<file path="config.mk">
export PLATFORM = sky130hd
export DESIGN_NAME = ryuv_ram
export DESIGN_NICKNAME = d
export VERILOG_FILES = /design/src/rtl/core/ryuv_ram.sv
export SDC_FILE = /design/constraint.sdc
export NUM_CORES = 1
export LEC_CHECK = 0
export BUFFER_PORTS_ARGS = -buffer_cell sky130_fd_sc_hd__buf_4
export CORE_MARGIN = 2
export CORE_UTILIZATION = 30
export DETAILED_ROUTE_END_ITERATION = 10
export SLEW_MARGIN = 10
export SYNTH_ARGS = -nofsm -noshare
export SYNTH_HDL_FRONTEND = slang
export SYNTH_SLANG_ARGS = --single-unit
export TNS_END_PERCENT = 20
</file>
<file path="constraint.sdc">
create_clock -name clk -period 1.6 [get_ports clk]
set_input_delay 0.08 -clock clk [delete_from_list [all_inputs] [get_ports clk]]
set_output_delay 0.08 -clock clk [all_outputs]
set_load 0.05 [all_outputs]
</file>
<file path="src/rtl/core/ryuv_ram.sv">
// Generic single-clock RAM with one write port and one registered read port.
module ryuv_ram #(
	parameter int W     = 8,
	parameter int DEPTH = 16
) (
	input  logic                     clk,
	input  logic                     we,
	input  logic [$clog2(DEPTH)-1:0] waddr,
	input  logic [W-1:0]             wdata,
	input  logic                     re,
	input  logic [$clog2(DEPTH)-1:0] raddr,
	output logic [W-1:0]             rdata
);

	logic [W-1:0] mem [DEPTH];

	// Write, and register the read word (old data on a same-address collision)
	always_ff @(posedge clk) begin
		if (we)
			mem[waddr] <= wdata;
		if (re)
			rdata <= mem[raddr];
	end

endmodule

</file>
==> summary.md, run 1 <==
| Metric | Value |
|---|---|
| Area Overhead vs Synth | `26.6%` |
| RSZ-0062 raised after global routing | `no` |
| Final setup violating endpoints | `0` |
| Max Used Layer | `met4` |
| DRT met1 WL | `5010 µm` |
| Synth Register Bits | `136` |
| Startpoint types | `register` |
| Fin. max-slew vios | `0` |
| Site Rows | `48` |
| Die height | `136 µm` |
| WP data arrival | `1.72 ns` |
| CP required | `1.76 ns` |
| CTS sink cnt | `136` |
| NetSw | `1.72 mW` |
| Clk_skew | `0.00970 ns` |
| Post-layout total power | `8.86 mW` |
| Vias per cell | `4.69` |
| HP Class | `input port to register` |
| IO Count | `27` |
| Fin area | `6620 µm²` |
| Depth of the CTS H-tree | `4` |
| Met3 Wirelength | `690 µm` |
| Yosys warnings | `0` |
| Total grt overflow | `0` |
| Antenna violations before repair | `0` |
| Hold Vio Cnt, Final | `0` |
| Period utilisation layout | `97.1%` |
| CP max stage delay | `0.52 ns` |
| Slowest-stage cell, CP | `mux4_1` |
| Total CTS buffers | `17` |
| Minimum clock period | `1.55 ns` |
| Hold Slack | `0.196 ns` |
| Antenna diode count | `0` |
| Avg Cell Area, Syn | `22.8 µm²` |
| Peak supply drop | `865 µV` |
| DIE AREA | `18500 µm²` |
| Share of layout cells above drive strength 1 | `33.7%` |
| GRT Overall Usage | `12.6%` |
| Max-cap viol count | `0` |
| Root Driver | `clkbuf_16` |
| Drt initial violations | `232` |
| Crit. End Element | `register` |
| Combinational power share | `5.6%` |
| Core footprint | `17200 µm²` |
| Die W | `136 µm` |
| Drt wl/cell | `20.1 µm` |
| Post-synthesis cell area | `5230 µm²` |
| Worst slew pin tran | `0.505 ns` |
| Dpl hpwl | `6980 µm` |
| Leading area contributor after synthesis | `edfxtp_1` |
| Leakage power | `2.24 nW` |
| Outcome | `finished clean` |
| Met2 Wirelength | `4940 µm` |
| TritonCTS clock tree | `done` |
| Setup bufs post-CTS | `0` |
| Drt total wl | `10800 µm` |
| Seq/Total Area, Yosys | `78.1%` |
| Top cell type's share of synthesized area | `78.1%` |
| Residual DRC count | `0` |
| Vias in the first global route | `2631` |
| Largest net degree at the start of global routing | `18` |
| Post-Syn Instances | `229` |
| First-pass GRT wire length | `16100 µm` |
| IO Port Bufs | `26` |
| Main area contributors after synthesis | `edfxtp_1 78%, mux4_2 7.8%, mux4_1 7.0%` |
| Cell Int Power | `7.14 mW` |
| Number of iterations in the first detailed-routing pass | `4` |
| Clock Path Buffers | `2` |
| Via count | `2520` |
| Reg power frac | `45.6%` |
| Clk pwr share | `48.8%` |
| Worst slew margin | `66.3%` |
| Gpl congestion | `0.703` |
| Fmax | `644 MHz` |
| Final core utilization | `38.5%` |
| Library cells used by synthesis | `18` |
| Worst-path fanout max | `1` |
| CP delay by family, top | `multiplexers` |
| Worst skew pair latency | `0.42 ns` |
| Initial Util | `30.4%` |
| Buf/Inv on CP | `1` |
| Worst setup path class | `register to register` |
| Number of nets in the layout | `319` |
| P per Cell Area | `1340 nW/µm²` |
| Switch share | `19.5%` |
| Post-DRT Antenna Nets | `0` |
| Crit-path cells | `mux4_1 > a22oi_2 > buf_4 > nand2_1` |
| CTS clk-pin slew, worst paths | `0.06 ns` |
| Synthesized Nets | `248` |
| Placed cell areas | `5860 µm²` |
[repair_timing]
action / in CTS / in global routing
endpoints found under the hold margin: 135 / 0
setup endpoints to repair: 2 / 3
hold buffers: 9 / 0
pin swaps: 0 / 2
gates resized for setup: 2 / 1
[cell type report]
class                      count  area, µm²
clock buffer                  18        429
clock inverter                13        228
fill                        1583      10600
multi-input combinational     83       1070
sequential                   136       4080
tap                          225        282
timing repair buffer          62        526
[metal layers]
| layer | GRT usage, % | up-vias |
|---|---|---|
| met5 | 0 | - |
| met3 | 3.99 | 17 |
| met2 | 18.7 | 73 |
| li1 | - | 1123 |
| met4 | 3.94 | 0 |
| met1 | 17.8 | 1307 |
[final timing paths]
check / from / end / slack (ns) / cells after the start
hold / removal: waddr[0] / mem[4][6] / 0.20 / 3
setup reg to reg: mem[1][5] / rdata[5] / 0.05 / 4
setup / recovery: mem[1][5] / rdata[5] / 0.05 / 4
hold reg to reg: mem[12][2] / rdata[2] / 0.75 / 3
[cell usage in the layout, fill, tap and decap left out]
master,Yosys,final
buf_12,0,3
clkinv_2,0,3
and2b_1,1,1
nand3_1,1,1
nor3_1,4,4
nor2_1,13,13
or3b_2,1,1
clkbuf_1,0,1
dlygate4sd3_1,0,9
mux4_1,14,14
nor2b_1,1,1
buf_4,1,50
nand3b_1,2,2
nand2_1,9,9
and2_1,1,1
mux4_2,18,18
clkbuf_16,0,17
nand2b_1,2,2
a22oi_1,16,13
bufinv_16,0,6
clkinv_4,0,2
edfxtp_1,136,136
clkinvlp_4,0,2
a22oi_2,0,3
[per-stage QoR]
stage	worst slack, ns	TNS [ns]	std cells
2_1_floorplan	0.0271	0	229
3_3_place_gp	-0.160	-0.355	497
3_5_place_dp	-0.151	-0.430	497
4_1_cts	0.0125	0	537
5_1_grt	0.000361	0	537
6_report	0.0467	0	537
[cells in the mapped netlist]
library cell     number
a22oi_1              16
edfxtp_1            136
nand3b_1              2
buf_4                 1
nor3_1                4
nand3_1               1
nand2b_1              2
nand2_1               9
or3b_2                1
mux4_2               18
nor2b_1               1
nor2_1               13
buf_6                 3
and2_1                1
mux4_1               14
and2b_1               1
buf_2                 3
clkdlybuf4s25_2       3
[worst register-to-register path: cells and delay by family, from the launching register on]
kind                   cells  cell delay [ns]
muxes                      1             0.52
DFF                        1             0.35
AOI/OAI and AO/OA          1             0.24
buffers and inverters      1             0.15
and+or+nand+nor            1             0.04
[power by group through the flow]
stage | Sequential [mW] | Combinational, mW | Clock, mW
after floorplan | 4.17 | 0.203 | 0
after global placement | 4.11 | 0.467 | 0
after detailed placement | 4.11 | 0.478 | 0
after CTS | 4.04 | 0.501 | 4.40
after global routing | 4.04 | 0.529 | 4.56
final | 4.04 | 0.494 | 4.33
[registers in the layout, summed over array words and instances (netlist names)]
| signal | count |
|---|---|
| mem | 128 |
| rdata | 8 |
[cells by family after synthesis]
family,share of synthesized area [%]
DFF,78.1
and+or+nand+nor,3.14
muxes,14.8
AOI/OAI and AO/OA,2.30
buffers and inverters,1.65
Power figures use the tool's default switching activity.
==> run 2, diff against run 1 <==
CORE_MARGIN = 3   (was 2)
HOLD_SLACK_MARGIN = 0.1   (was default)
SKIP_CTS_REPAIR_TIMING = 1   (was default)
==> summary.md, run 2 (same netlist as run 1, synthesis figures left out) <==
| Metric | Value |
|---|---|
| Depth of the CTS H-tree | `4` |
| NetSw | `1.63 mW` |
| Peak supply drop | `905 µV` |
| Most common cell after layout, fill and taps aside | `edfxtp_1` |
| Largest register FFs | `128` |
| RSZ-0062 raised after global routing | `no` |
| Crit-path cells | `mux4_1 > a22oi_1 > nand2_1` |
| CP required | `1.76 ns` |
| Drt total wl | `10400 µm` |
| Fin area | `6520 µm²` |
| Final setup violating endpoints | `0` |
| Total grt overflow | `0` |
| CTS sink cnt | `136` |
| Slowest-stage cell, CP | `mux4_1` |
| Reg power frac | `48.1%` |
| Worst slew pin tran | `0.436 ns` |
| Antenna violations before repair | `1` |
| Cell Int Power | `6.78 mW` |
| Fin. max-slew vios | `0` |
| Vias in the first global route | `2671` |
| Die height | `138 µm` |
| HP Class | `input port to register` |
| GRT Overall Usage | `11.6%` |
| Most frequent cells in the layout | `136 x edfxtp_1, 50 x buf_4, 18 x mux4_2` |
| Via count | `2534` |
| Clock Path Buffers | `2` |
| Clk_skew | `0.00535 ns` |
| Crit. End Element | `register` |
| Share of layout cells above drive strength 1 | `30.4%` |
| IO Port Bufs | `26` |
| TritonCTS clock tree | `done` |
| Total CTS buffers | `17` |
| Reg with most FFs | `mem` |
| Worst slew margin | `71.0%` |
| Site Rows | `47` |
| Minimum clock period | `1.44 ns` |
| Switch share | `19.4%` |
| Root Driver | `clkbuf_16` |
| Residual DRC count | `0` |
| Fill cell total of the finished layout | `1524` |
| Number of iterations in the first detailed-routing pass | `4` |
| Placed cell areas | `5830 µm²` |
| Hold Vio Cnt, Final | `0` |
| Startpoint types | `register` |
| DIE AREA | `19000 µm²` |
| Worst setup path class | `register to register` |
| Area Overhead vs Synth | `24.6%` |
| Number of nets in the layout | `318` |
| Post-layout total power | `8.40 mW` |
| CP max stage delay | `0.50 ns` |
| Dpl hpwl | `7050 µm` |
| Biggest regs | `mem x128, rdata x8` |
| Leakage power | `2.20 nW` |
| CTS clk-pin slew, worst paths | `0.05 ns` |
| Drt initial violations | `337` |
| Combinational power share | `5.6%` |
| IO Count | `27` |
| Post-DRT Antenna Nets | `0` |
| Clk pwr share | `46.3%` |
| Worst-path fanout max | `1` |
| Core footprint | `16800 µm²` |
| Outcome | `finished clean` |
| Gpl congestion | `0.692` |
| P per Cell Area | `1290 nW/µm²` |
| Max-cap viol count | `0` |
| Fmax | `695 MHz` |
| WP data arrival | `1.60 ns` |
| Drt wl/cell | `19.6 µm` |
| Worst skew pair latency | `0.41 ns` |
| Vias per cell | `4.75` |
| Initial Util | `31.1%` |
| Die W | `138 µm` |
| Largest net degree at the start of global routing | `17` |
| First-pass GRT wire length | `16100 µm` |
| Period utilisation layout | `90.0%` |
-- run 2: cell count changes in the layout (fill, tap and decap cells not counted), sizes merged --
cell,change
clkinv,+5
bufinv,-2
clkinvlp,-2
buf,-1
diode,+1
-- run 2: through the flow --
step                instances  hold slack, ns  setup TNS [ns]  worst slack (ns)  util, %
finish                    533           0.197               0             0.161     38.7
global route              533           0.196               0            0.0588     38.7
CTS                       523         -0.0370               0             0.122     38.2
detailed placement        491           0.403         -0.0723           -0.0552     34.7
global placement          491           0.380         -0.0392           -0.0346     34.7
floorplan                 229           0.179               0            0.0271        -
-- run 2: final timing paths --
kind / cells past startpoint / startpoint / end / slack, ns
setup / recovery: 3 / mem[9][4] / rdata[4] / 0.16
hold / removal: 3 / waddr[0] / mem[12][6] / 0.20
setup reg to reg: 3 / mem[9][4] / rdata[4] / 0.16
hold reg to reg: 3 / mem[11][1] / rdata[1] / 0.75
-- run 2: power by group through the flow --
stage	logic, mW	registers (mW)	clock network, mW
global placement	0.452	4.12	0
detailed placement	0.463	4.12	0
floorplan	0.203	4.17	0
global route	0.509	4.05	4.13
CTS	0.464	4.05	3.96
finish	0.472	4.04	3.89
-- run 2: metal layers --
metal	GRT usage (%)	vias up	part of all wire, %
met5	0	-	0
met4	4.37	0	1.2
met3	3.87	11	5.4
met2	17.5	76	48
met1	15.6	1323	45
li1	-	1124	-
-- run 2: layout make-up --
cell class	instances	area, µm²	area share, %
clock buffer	18	429	6.59
antenna	1	2.50	0.0384
sequential	136	4080	62.7
multi-input combinational	83	1060	16.2
clock inverter	14	161	2.48
timing repair buffer	61	505	7.76
tap	220	275	4.23
-- run 2: critical path: cells and delay by family, from the launching register on --
kind	cells	cell delay (ns)
AOI/OAI and AO/OA	1	0.26
and+or+nand+nor	1	0.08
DFF	1	0.34
muxes	1	0.50
